==> config.mk <==
export PLATFORM = sky130hd
export DESIGN_NAME = fraction_reducer_gcd_flat
export DESIGN_NICKNAME = d
export VERILOG_FILES = /design/src/design/frgcd_pkg.sv /design/src/design/frgcd_if.sv /design/src/design/frgcd_divider.sv /design/src/design/fraction_reducer_gcd.sv /design/src/flat_wrapper.sv
export SDC_FILE = /design/constraint.sdc
export NUM_CORES = 1
export LEC_CHECK = 0
export ABC_AREA = 1
export ABC_CLOCK_PERIOD_IN_PS = 6600
export BUFFER_PORTS_ARGS = -buffer_cell sky130_fd_sc_hd__buf_4
export CAP_MARGIN = 20
export CORE_MARGIN = 10
export CORE_UTILIZATION = 35
export DETAILED_ROUTE_END_ITERATION = 6
export HOLD_SLACK_MARGIN = 0.1
export PLACE_DENSITY = 0.54
export SYNTH_ARGS = -nofsm -noshare
export SYNTH_HDL_FRONTEND = slang
export SYNTH_SLANG_ARGS = --single-unit
==> constraint.sdc <==
create_clock -name clk -period 6.6 [get_ports clk]
set_clock_uncertainty 0.2 [all_clocks]
set_input_delay 1.32 -clock clk [delete_from_list [all_inputs] [get_ports clk]]
set_output_delay 1.32 -clock clk [all_outputs]
set_load 0.03 [all_outputs]
==> src/design/frgcd_pkg.sv <==
package frgcd_pkg;

  // Sequencer states of the fraction reducer.
  typedef enum logic [2:0] {
    S_IDLE,
    S_GCD,
    S_SCALE,
    S_DIV_NUM,
    S_DIV_DEN,
    S_OUT
  } frgcd_state_t;

endpackage

==> src/design/frgcd_if.sv <==
interface frgcd_in_if #(parameter int DATA_WIDTH = 32);
  logic                         valid;
  logic                         ready;
  logic signed [DATA_WIDTH-1:0] numerator;
  logic signed [DATA_WIDTH-1:0] denominator;

  modport source (output valid, output numerator, output denominator, input ready);
  modport sink   (input valid, input numerator, input denominator, output ready);
endinterface

interface frgcd_out_if #(parameter int DATA_WIDTH = 32);
  logic                         valid;
  logic                         ready;
  logic signed [DATA_WIDTH-1:0] reduced_numerator;
  logic signed [DATA_WIDTH-1:0] reduced_denominator;
  logic        [DATA_WIDTH-1:0] common_divisor;
  logic                         zero_denominator;

  modport source (output valid, output reduced_numerator, output reduced_denominator,
                  output common_divisor, output zero_denominator, input ready);
  modport sink   (input valid, input reduced_numerator, input reduced_denominator,
                  input common_divisor, input zero_denominator, output ready);
endinterface

==> src/design/frgcd_divider.sv <==
module frgcd_divider #(
  parameter int DATA_WIDTH = 32
) (
  input  logic                  clk,
  input  logic                  rst_n,
  input  logic                  start,
  input  logic [DATA_WIDTH-1:0] dividend,
  input  logic [DATA_WIDTH-1:0] divisor,
  output logic                  done,
  output logic [DATA_WIDTH-1:0] quotient
);

  localparam int CW = (DATA_WIDTH > 1) ? $clog2(DATA_WIDTH) : 1;
  localparam logic [CW-1:0] LAST = CW'(DATA_WIDTH - 1);

  logic                  busy_r;
  logic                  done_r;
  logic [CW-1:0]         cnt_r;
  logic [DATA_WIDTH-1:0] rem_r;
  logic [DATA_WIDTH-1:0] quo_r;
  logic [DATA_WIDTH-1:0] dsr_r;

  logic [DATA_WIDTH:0]   rem_sh;
  logic [DATA_WIDTH:0]   diff;

  // Restoring division, one quotient bit per cycle, MSB first.
  assign rem_sh = {rem_r, quo_r[DATA_WIDTH-1]};
  assign diff   = rem_sh - {1'b0, dsr_r};

  always_ff @(posedge clk) begin
    if (!rst_n) begin
      busy_r <= 1'b0;
      done_r <= 1'b0;
    end else begin
      done_r <= 1'b0;
      if (start) begin
        busy_r <= 1'b1;
      end else if (busy_r && cnt_r == LAST) begin
        busy_r <= 1'b0;
        done_r <= 1'b1;
      end
    end
  end

  always_ff @(posedge clk) begin
    if (start) begin
      cnt_r <= '0;
      rem_r <= '0;
      quo_r <= dividend;
      dsr_r <= divisor;
    end else if (busy_r) begin
      cnt_r <= cnt_r + 1'b1;
      if (!diff[DATA_WIDTH]) begin
        rem_r <= diff[DATA_WIDTH-1:0];
        quo_r <= {quo_r[DATA_WIDTH-2:0], 1'b1};
      end else begin
        rem_r <= rem_sh[DATA_WIDTH-1:0];
        quo_r <= {quo_r[DATA_WIDTH-2:0], 1'b0};
      end
    end
  end

  assign done     = done_r;
  assign quotient = quo_r;

endmodule

==> src/design/fraction_reducer_gcd.sv <==
// Channel   Port      Direction  Beat contents
// input     in_chan   sink       numerator, denominator
// result    out_chan  source     reduced_numerator, reduced_denominator,
//                                common_divisor, zero_denominator
//
// One beat in gives one beat out. An item is loaded, then runs binary GCD steps
// (one compare/subtract or shift per cycle), puts back one common factor of two
// per cycle to rebuild the divisor, starts the divider, makes two passes through
// the shared bit-serial divider, and offers the result until it is taken.
// A zero denominator skips all of that and is offered the cycle after it loads.
// Reset is synchronous and active low; in_chan.ready is high only while idle,
// and a result holds on out_chan until it is taken.
module fraction_reducer_gcd #(
  parameter int DATA_WIDTH = 32
) (
  input logic       clk,
  input logic       rst_n,
  frgcd_in_if.sink  in_chan,
  frgcd_out_if.source out_chan
);

  import frgcd_pkg::*;

  localparam int KW = (DATA_WIDTH > 1) ? $clog2(DATA_WIDTH) : 1;

  frgcd_state_t state_r, state_nxt;

  logic [DATA_WIDTH-1:0] a_r, a_nxt;
  logic [DATA_WIDTH-1:0] b_r, b_nxt;
  logic [KW-1:0]         k_r, k_nxt;
  logic [DATA_WIDTH-1:0] g_r, g_nxt;
  logic [DATA_WIDTH-1:0] mag_num_r, mag_num_nxt;
  logic [DATA_WIDTH-1:0] mag_den_r, mag_den_nxt;
  logic                  num_neg_r, num_neg_nxt;
  logic                  den_neg_r, den_neg_nxt;
  logic [DATA_WIDTH-1:0] res_num_r, res_num_nxt;
  logic [DATA_WIDTH-1:0] res_den_r, res_den_nxt;
  logic                  zero_r, zero_nxt;

  logic [DATA_WIDTH-1:0] in_num_mag;
  logic [DATA_WIDTH-1:0] in_den_mag;
  logic                  div_start;
  logic [DATA_WIDTH-1:0] div_dividend;
  logic                  div_done;
  logic [DATA_WIDTH-1:0] div_quotient;

  // Magnitudes are kept unsigned, so the most negative value fits.
  assign in_num_mag = in_chan.numerator[DATA_WIDTH-1] ?
                      DATA_WIDTH'(-in_chan.numerator) : DATA_WIDTH'(in_chan.numerator);
  assign in_den_mag = in_chan.denominator[DATA_WIDTH-1] ?
                      DATA_WIDTH'(-in_chan.denominator) : DATA_WIDTH'(in_chan.denominator);

  frgcd_divider #(.DATA_WIDTH(DATA_WIDTH)) u_div (
    .clk      (clk),
    .rst_n    (rst_n),
    .start    (div_start),
    .dividend (div_dividend),
    .divisor  (g_r),
    .done     (div_done),
    .quotient (div_quotient)
  );

  always_ff @(posedge clk) begin
    if (!rst_n) begin
      state_r <= S_IDLE;
    end else begin
      state_r <= state_nxt;
    end
  end

  always_ff @(posedge clk) begin
    a_r       <= a_nxt;
    b_r       <= b_nxt;
    k_r       <= k_nxt;
    g_r       <= g_nxt;
    mag_num_r <= mag_num_nxt;
    mag_den_r <= mag_den_nxt;
    num_neg_r <= num_neg_nxt;
    den_neg_r <= den_neg_nxt;
    res_num_r <= res_num_nxt;
    res_den_r <= res_den_nxt;
    zero_r    <= zero_nxt;
  end

  always_comb begin
    state_nxt    = state_r;
    a_nxt        = a_r;
    b_nxt        = b_r;
    k_nxt        = k_r;
    g_nxt        = g_r;
    mag_num_nxt  = mag_num_r;
    mag_den_nxt  = mag_den_r;
    num_neg_nxt  = num_neg_r;
    den_neg_nxt  = den_neg_r;
    res_num_nxt  = res_num_r;
    res_den_nxt  = res_den_r;
    zero_nxt     = zero_r;
    div_start    = 1'b0;
    div_dividend = mag_num_r;

    case (state_r)
      S_IDLE: begin
        if (in_chan.valid) begin
          a_nxt       = in_num_mag;
          b_nxt       = in_den_mag;
          k_nxt       = '0;
          mag_num_nxt = in_num_mag;
          mag_den_nxt = in_den_mag;
          num_neg_nxt = in_chan.numerator[DATA_WIDTH-1];
          den_neg_nxt = in_chan.denominator[DATA_WIDTH-1];
          if (in_chan.denominator == '0) begin
            zero_nxt    = 1'b1;
            g_nxt       = '0;
            res_num_nxt = '0;
            res_den_nxt = '0;
            state_nxt   = S_OUT;
          end else begin
            zero_nxt  = 1'b0;
            state_nxt = S_GCD;
          end
        end
      end

      // Binary GCD: b is never zero here, and a reaches zero only if it
      // started there.
      S_GCD: begin
        if (a_r == b_r) begin
          g_nxt     = a_r;
          state_nxt = S_SCALE;
        end else if (a_r == '0) begin
          g_nxt     = b_r;
          state_nxt = S_SCALE;
        end else if (!a_r[0] && !b_r[0]) begin
          a_nxt = a_r >> 1;
          b_nxt = b_r >> 1;
          k_nxt = k_r + 1'b1;
        end else if (!a_r[0]) begin
          a_nxt = a_r >> 1;
        end else if (!b_r[0]) begin
          b_nxt = b_r >> 1;
        end else if (a_r > b_r) begin
          a_nxt = a_r - b_r;
        end else begin
          b_nxt = b_r - a_r;
        end
      end

      // Put back the common factors of two, one per cycle.
      S_SCALE: begin
        if (k_r == '0) begin
          div_start    = 1'b1;
          div_dividend = mag_num_r;
          state_nxt    = S_DIV_NUM;
        end else begin
          g_nxt = g_r << 1;
          k_nxt = k_r - 1'b1;
        end
      end

      S_DIV_NUM: begin
        if (div_done) begin
          res_num_nxt  = num_neg_r ? DATA_WIDTH'(-div_quotient) : div_quotient;
          div_start    = 1'b1;
          div_dividend = mag_den_r;
          state_nxt    = S_DIV_DEN;
        end
      end

      S_DIV_DEN: begin
        if (div_done) begin
          res_den_nxt = den_neg_r ? DATA_WIDTH'(-div_quotient) : div_quotient;
          state_nxt   = S_OUT;
        end
      end

      S_OUT: begin
        if (out_chan.ready) begin
          state_nxt = S_IDLE;
        end
      end

      default: begin
        state_nxt = S_IDLE;
      end
    endcase
  end

  assign in_chan.ready                = (state_r == S_IDLE);
  assign out_chan.valid               = (state_r == S_OUT);
  assign out_chan.reduced_numerator   = res_num_r;
  assign out_chan.reduced_denominator = res_den_r;
  assign out_chan.common_divisor      = g_r;
  assign out_chan.zero_denominator    = zero_r;

`ifndef SYNTHESIS
  a_zero_den_clears: assert property (@(posedge clk) disable iff (!rst_n)
    out_chan.valid && out_chan.zero_denominator |->
      out_chan.reduced_numerator == '0 && out_chan.reduced_denominator == '0 &&
      out_chan.common_divisor == '0)
    else $error("zero denominator result carries nonzero fields");

  a_divisor_nonzero: assert property (@(posedge clk) disable iff (!rst_n)
    out_chan.valid && !out_chan.zero_denominator |-> out_chan.common_divisor != '0)
    else $error("common divisor is zero on a valid fraction");

  a_one_item: assert property (@(posedge clk) disable iff (!rst_n)
    !(in_chan.ready && out_chan.valid))
    else $error("input taken while a result is pending");

  a_div_done_state: assert property (@(posedge clk) disable iff (!rst_n)
    div_done |-> state_r == S_DIV_NUM || state_r == S_DIV_DEN)
    else $error("divider finished outside a division step");

  a_gcd_odd_pair: assert property (@(posedge clk) disable iff (!rst_n)
    state_r == S_GCD && $past(state_r) == S_GCD && k_r != $past(k_r) |->
      $past(!a_r[0] && !b_r[0]))
    else $error("power of two counted without both operands even");
`endif

endmodule
==> src/flat_wrapper.sv <==
// flat-port wrapper written by rule: the top's interface ports become plain ports
module fraction_reducer_gcd_flat import frgcd_pkg::*;
#(
  parameter int DATA_WIDTH = 32
)
  (clk, rst_n, in_chan_valid, in_chan_numerator, in_chan_denominator, in_chan_ready, out_chan_valid, out_chan_reduced_numerator, out_chan_reduced_denominator, out_chan_common_divisor, out_chan_zero_denominator, out_chan_ready);
  frgcd_in_if #(.DATA_WIDTH(DATA_WIDTH)) in_chan_i ();
  frgcd_out_if #(.DATA_WIDTH(DATA_WIDTH)) out_chan_i ();
  input logic clk;
  input logic rst_n;
  input wire logic [$bits(in_chan_i.valid)-1:0] in_chan_valid;
  input wire logic [$bits(in_chan_i.numerator)-1:0] in_chan_numerator;
  input wire logic [$bits(in_chan_i.denominator)-1:0] in_chan_denominator;
  output wire logic [$bits(in_chan_i.ready)-1:0] in_chan_ready;
  output wire logic [$bits(out_chan_i.valid)-1:0] out_chan_valid;
  output wire logic [$bits(out_chan_i.reduced_numerator)-1:0] out_chan_reduced_numerator;
  output wire logic [$bits(out_chan_i.reduced_denominator)-1:0] out_chan_reduced_denominator;
  output wire logic [$bits(out_chan_i.common_divisor)-1:0] out_chan_common_divisor;
  output wire logic [$bits(out_chan_i.zero_denominator)-1:0] out_chan_zero_denominator;
  input wire logic [$bits(out_chan_i.ready)-1:0] out_chan_ready;
  assign in_chan_i.valid = in_chan_valid;
  assign in_chan_i.numerator = in_chan_numerator;
  assign in_chan_i.denominator = in_chan_denominator;
  assign in_chan_ready = in_chan_i.ready;
  assign out_chan_valid = out_chan_i.valid;
  assign out_chan_reduced_numerator = out_chan_i.reduced_numerator;
  assign out_chan_reduced_denominator = out_chan_i.reduced_denominator;
  assign out_chan_common_divisor = out_chan_i.common_divisor;
  assign out_chan_zero_denominator = out_chan_i.zero_denominator;
  assign out_chan_i.ready = out_chan_ready;
  fraction_reducer_gcd #(.DATA_WIDTH(DATA_WIDTH)) u_core (.clk(clk), .rst_n(rst_n), .in_chan(in_chan_i), .out_chan(out_chan_i));
endmodule
After elaboration in Yosys (flattened, before gate mapping)

Index checks and enable logic that the tools add are counted.

Register bits: 338
Input bits: 68
Logic and storage cells: 136

Add/subtract/negate cells: 9
$lt $le $gt $ge: 1
Eq/ne operators: 22
Multiplexer cells: 58
Bitwise operators: 1
Reductions and logical operators: 25

Operators with widths:

| cell                                                | count |
|---|---|
| 2-to-1 mux 32 bit                                   | 30 |
| case mux 32 bit (2 select lines)                    | 4 |
| negator 32 bit                                      | 3 |
| case mux 32 bit (3 select lines)                    | 1 |
| logical NOT 32 bit                                  | 2 |
| subtractor 32 bit                                   | 2 |
| subtractor 33 x 32 -> 33 bit                        | 1 |
| equality test 32 bit                                | 1 |
| greater-than comparator 32 bit                      | 1 |
| 2-to-1 mux 5 bit                                    | 5 |
| 2-to-1 mux 3 bit                                    | 8 |
| AND reduction 6 bit                                 | 4 |
| case mux 3 bit (6 select lines)                     | 1 |
| case mux 5 bit (3 select lines)                     | 1 |
| != test 2 bit, second input constant                | 6 |
| != test 4 bit, second input constant                | 3 |
| AND reduction 4 bit                                 | 3 |
| adder 5 x 1 -> 5 bit, second input constant         | 2 |
| AND reduction 5 bit                                 | 2 |
| nonzero test 2 bit                                  | 5 |
| != test 2 x 1 -> 1 bit, second input constant       | 4 |
| 2-to-1 mux 1 bit                                    | 7 |
| equality test 3 x 2 -> 1 bit, second input constant | 2 |
| equality test 3 bit, second input constant          | 2 |
| 13 further kinds                                    | 16 |

Depth between registers and ports, before layout

Word-level depth: 8
Gate-level depth with buffers: 18
Depth with buffers taken out: 17

Hierarchy

A second synthesis with hierarchy kept.

Cells, all modules: 3,504
Area, all modules: 24,965.2 µm²

By module, submodules not included:

| module               | times used | cells an instance | area an instance (µm²) | seq. area each (µm²) |
|---|---|---|---|---|
| fraction_reducer_gcd | 1          | 2,489             | 18,129.9               | 7,026.7 |
| frgcd_divider        | 1          | 1,015             | 6,835.3                | 2,702.6 |

Worst setup path after synthesis

No wires, ideal clock.

Kind: input to register
Start point: in in_chan_denominator[1]
End point: reg u_core.res_den_r[0], in the netlist u_core.out_chan.reduced_denominator[0] (enable)
Library setup time: 470 ps
Arrival: 4,787 ps
Data required time: 5,930 ps
Path slack: 1,143 ps
Stages: 8
Buffers on the path: 0
Cells stage by stage: inv_1 -> ha_1 -> nand3_1 -> nor3_1 -> nand2_1 -> nor2_1 -> o21ai_0 -> a211oi_1

Longest elaborated chain between the ends: 3

RTL lines:

| item                             | line                        | RTL |
|---|---|---|
| start, declared                  | flat_wrapper.sv:13          | `input wire logic [$bits(in_chan_i.denominator)-1:0] in_chan_denominator;` |
| logical NOT 32 bit               | fraction_reducer_gcd.sv:111 | `if (in_chan.denominator == '0) begin` |
| != test 2 x 1 -> 1 bit (no line) | --                          |  |
| AND reduction 4 bit (no line)    | --                          |  |
| end signal, assigned             | fraction_reducer_gcd.sv:81  | `res_den_r <= res_den_nxt;` |
| end, declared                    | fraction_reducer_gcd.sv:37  | `logic [DATA_WIDTH-1:0] res_den_r, res_den_nxt;` |

No other way between the ends.
A chain may end at the register's enable or synchronous reset.

Worst setup path in the final report

Start point: reg u_core.a_r[31]
End point: reg u_core.a_r[22] (enable)

Longest elaborated chain between the ends: 3
Elaborated cells between the ends (all ways): 7

RTL lines:

| item                                                            | line                        | RTL |
|---|---|---|
| start, declared                                                 | fraction_reducer_gcd.sv:28  | `logic [DATA_WIDTH-1:0] a_r, a_nxt;` |
| start signal, assigned                                          | fraction_reducer_gcd.sv:72  | `a_r <= a_nxt;` |
| greater-than comparator 32 bit, or another cell as far along    | fraction_reducer_gcd.sv:141 | `end else if (a_r > b_r) begin` |
| != test 4 bit (no line) / != test 2 bit (equally long branches) | --                          |  |
| AND reduction 6 bit (no line) (*)                               | --                          |  |

Every way passes the cells marked *; elsewhere a longest branch is shown, timed or not.

==> flow_summary_export.csv <==
group,metric,value,unit
floorplan,die-area,82800,µm²
yosys,synth_top_area_share,0.354,
routing,drt-initial-drc-count,2167,
pwr,swShare,0.510,
worst_setup_path,max_stage_delay,580,ps
sta,setup_violations,0,
floorplan,row_count,98,
place,place_congestion,0.995,
routing,ant_nets,0,
worst_setup_path,timing.rr.start,"u_core.a_r[31]$_DFFE_PP_",
global_route,grt_use_total,0.223,
yosys,yosys.area_share.simple,0.312,
cts,cts_sinks,338,
yosys,synth_common_cells,"nand2_1, inv_1, nor2_1, edfxtp_1, nand3_1",
pwr,p_seq_frac,0.279,
floorplan,pin_count,167,
floorplan,die_h,288,µm
sta,rsz0062_at_grt,"false",
yosys,syn_inst,3610,
worst_setup_path,r2r_end,"u_core.a_r[22]$_DFFE_PP_",
sta,fmax,0.230,GHz
cts,clk_pin_slew_worst_paths,60,ps
sta,fin_crit_sh,0.660,
pwr,power.density,496,nW/µm²
sta,period_needed,4350,ps
global_route,grt_pass1_wl,141000,µm
worst_setup_path,arrival,4420,ps
cts,clkLatencyLatePin,590,ps
global_route,grt_max_degree,76,
routing,routedWlPerCell,20.0,µm
layout,drive_above_1_share,0.0816,
pwr,internal_power,0.00695,W
routing,num_vias,23722,
cts,htree_levels,2,
sta,slew_headroom,0.251,
yosys,ys_ff_latch,338,
yosys,synth.distinct_cells,47,
yosys,synth-compound-area-share,0.0939,
yosys,synth_xor_area_frac,0.0374,
min_path,min_to,"u_core.u_div.rem_r[20]$_SDFFE_PP0P_",
yosys,synth.most_common_cell,"nand2_1",
routing,dr.pass1.iters,6,
yosys,syn_nets,3786,
global_route,antenna_found_initial,7,
yosys,yosysSeqAreaShare,0.388,
pwr,peakVddDrop,0.000237,V
yosys,yosysWarningCount,0,
yosys,synth_area_leaders,"edfxtp_1, nand2_1, inv_1",
sta,drv_slew,0,
floorplan,start_util,0.352,
sta,finalSetupTns,0,ps
yosys,synthFlopType,"edfxtp_1",
cts,cts_buffers,41,
floorplan,core,71200,µm²
run_status,run_status,"complete, no violations",
cts,ctsHoldBuffers,0,
worst_setup_path,critical-path-slowest-cell,"inv_1",
min_path,hold_class,"reg -> reg",
layout,antennaDiodeCount,0,
cts,ctsResizeCount,0,
worst_setup_path,startpoint_type,"register",
worst_setup_path,endpoint_kind,"register",
layout,syn_to_final_growth,14.1,%
routing,drc,0,
pwr,switchingPower,0.00724,W
yosys,yosys.area.top_type,"edfxtp_1",
min_path,worstHoldPathCells,2,
cts,cts_tree,"built",
worst_setup_path,crit_required,6660,ps
yosys,synthAdderAreaFrac,0.0551,
cts,root_buffer,"clkbuf_16",
sta,hold_viol,0,
pwr,clkPwrFrac,0.165,
pwr,share_comb_of_total_power,0.555,
worst_setup_path,crit_fanout,17,
job,maxCapViolCount,0,
sta,worst_slew_pin_slew,1110,ps
routing,viasPerCell,5.02,
pwr,total_power,0.0142,W
worst_setup_path,path_cells,"ha_1 -> nand2_1 -> nor2_1 -> nand2_1 -> nor2_1 -> nand2_1 -> inv_2 -> nor2_1 -> nand2_2 -> o21ai_1 -> nand3_1 -> inv_1 -> buf_4",
pwr,p_leak,13.9,nW
yosys,syn-cell-area,25100,µm²
worst_setup_path,crit_type,"reg -> reg",
place,hpwl,76100,µm
floorplan,die_w,288,µm
cts,post_cts_buffers,0,
layout,fin_nets,3918,
yosys,synth_edf_count,296,
place,io_buffers,166,
yosys,synth_top_family_by_area,"simple AND/OR/NAND/NOR gates",
global_route,grt_pass1_vias,22755,
yosys,async_flop_share,0,
yosys,syn_area_per_cell,6.95,µm²
cts,clk_path_buf_depth,3,
yosys,synthMuxAreaShare,0,
min_path,min-delay-start,"u_core.u_div.rem_r[20]$_SDFFE_PP0P_",
global_route,grt-ovfl-total,0,
worst_setup_path,reg2reg_depth,13,
worst_setup_path,ff2ff_setup_slack,2250,ps
routing,routed_wl,94600,µm
[critical path: cells and delay by family, from the launching register on]
family / cells / cell delay (ps)
simple gates: 8 / 1440
buf+inv: 3 / 1000
flops: 1 / 510
fa+ha+maj: 1 / 440
compound gates: 1 / 410
[how the worst max path moves through the flow]
stage / slack, ps / end / cells past startpoint / start
final: 2250 / u_core.a_r[22]$_DFFE_PP_ / 13 / u_core.a_r[31]$_DFFE_PP_
after global routing: 1990 / u_core.a_r[19]$_DFFE_PP_ / 14 / u_core.b_r[27]$_DFFE_PP_
after CTS: 2340 / u_core.a_r[20]$_DFFE_PP_ / 13 / u_core.a_r[25]$_DFFE_PP_
after detailed placement: 2100 / u_core.out_chan.common_divisor[5]$_DFFE_PP_ / 10 / in_chan_denominator[1]
after global placement: 2130 / u_core.out_chan.common_divisor[5]$_DFFE_PP_ / 10 / in_chan_denominator[0]
after floorplan: 1140 / u_core.out_chan.reduced_denominator[0]$_SDFFCE_PN0P_ / 8 / in_chan_denominator[1]
[through the flow]
stage	cells	setup slack, ps	hold slack (ps)	utilization	area, µm²
floorplan	3610	1140	247	-	25100
global placement	4649	2130	262	0.382	27200
detailed placement	4649	2100	264	0.382	27200
CTS	4724	2340	277	0.402	28600
global route	4724	1990	287	0.402	28600
finish	4724	2250	272	0.402	28600
[area by class of cell]
type | count | area (µm²)
flip-flops and latches | 338 | 9730
repair buffers | 186 | 1400
clock inverters | 27 | 303
inverters | 634 | 2380
well taps | 950 | 1190
clock buffers | 48 | 1070
fillers | 7649 | 42600
multi-input cells | 2541 | 12500
[sequential cells by signal (all words and copies together), names as in the netlist]
| register | cells |
|---|---|
| u_core.u_div.rem_r | 32 |
| u_core.u_div.quotient | 32 |
| u_core.b_r | 32 |
| u_core.out_chan.reduced_numerator | 32 |
| u_core.out_chan.zero_denominator | 1 |
| u_core.k_r | 5 |
| u_core.den_neg_r | 1 |
| u_core.mag_num_r | 32 |
| u_core.num_neg_r | 1 |
| u_core.u_div.dsr_r | 32 |
| u_core.out_chan.reduced_denominator | 32 |
| u_core.u_div.done | 1 |
| u_core.a_r | 32 |
| u_core.u_div.busy_r | 1 |
| u_core.state_r | 3 |
| u_core.out_chan.common_divisor | 32 |
| u_core.mag_den_r | 32 |
| u_core.u_div.cnt_r | 5 |
[kinds of logic (layout without fill, tap and decap cells)]
logic type | count (synthesis) | after routing
xor+xnor | 107 | 107
fa+ha+maj | 108 | 108
flops | 338 | 338
simple gates | 1890 | 1890
compound gates | 436 | 436
buf+inv | 731 | 895
[layer usage]
layer	routed length [µm]	vias to the layer above	GRT usage
li1	-	11780	-
met1	42900	11056	0.304
met2	43100	752	0.361
met3	5710	130	0.0307
met4	2900	4	0.0672
met5	34	-	0
[layout by cell type (no fill, tap or decap), types with 78 or more instances in the layout]
cell and count:
xor2_1 78, ha_1 104, nand3_1 246, inv_1 615, buf_4 186, nor2_1 401
o21ai_0 160, a21oi_1 193, edfxtp_1 296, nand2_1 1088
[power by group through the flow]
stage / Combinational, W / Sequential (W) / Clock, W
after floorplan: 0.00470 / 0.00424 / 0
after global placement: 0.00781 / 0.00399 / 0
after detailed placement: 0.00778 / 0.00402 / 0
after CTS: 0.00782 / 0.00397 / 0.00240
after global routing: 0.00864 / 0.00405 / 0.00248
final: 0.00789 / 0.00397 / 0.00234
Note: power is estimated with default switching activity, not from simulation.
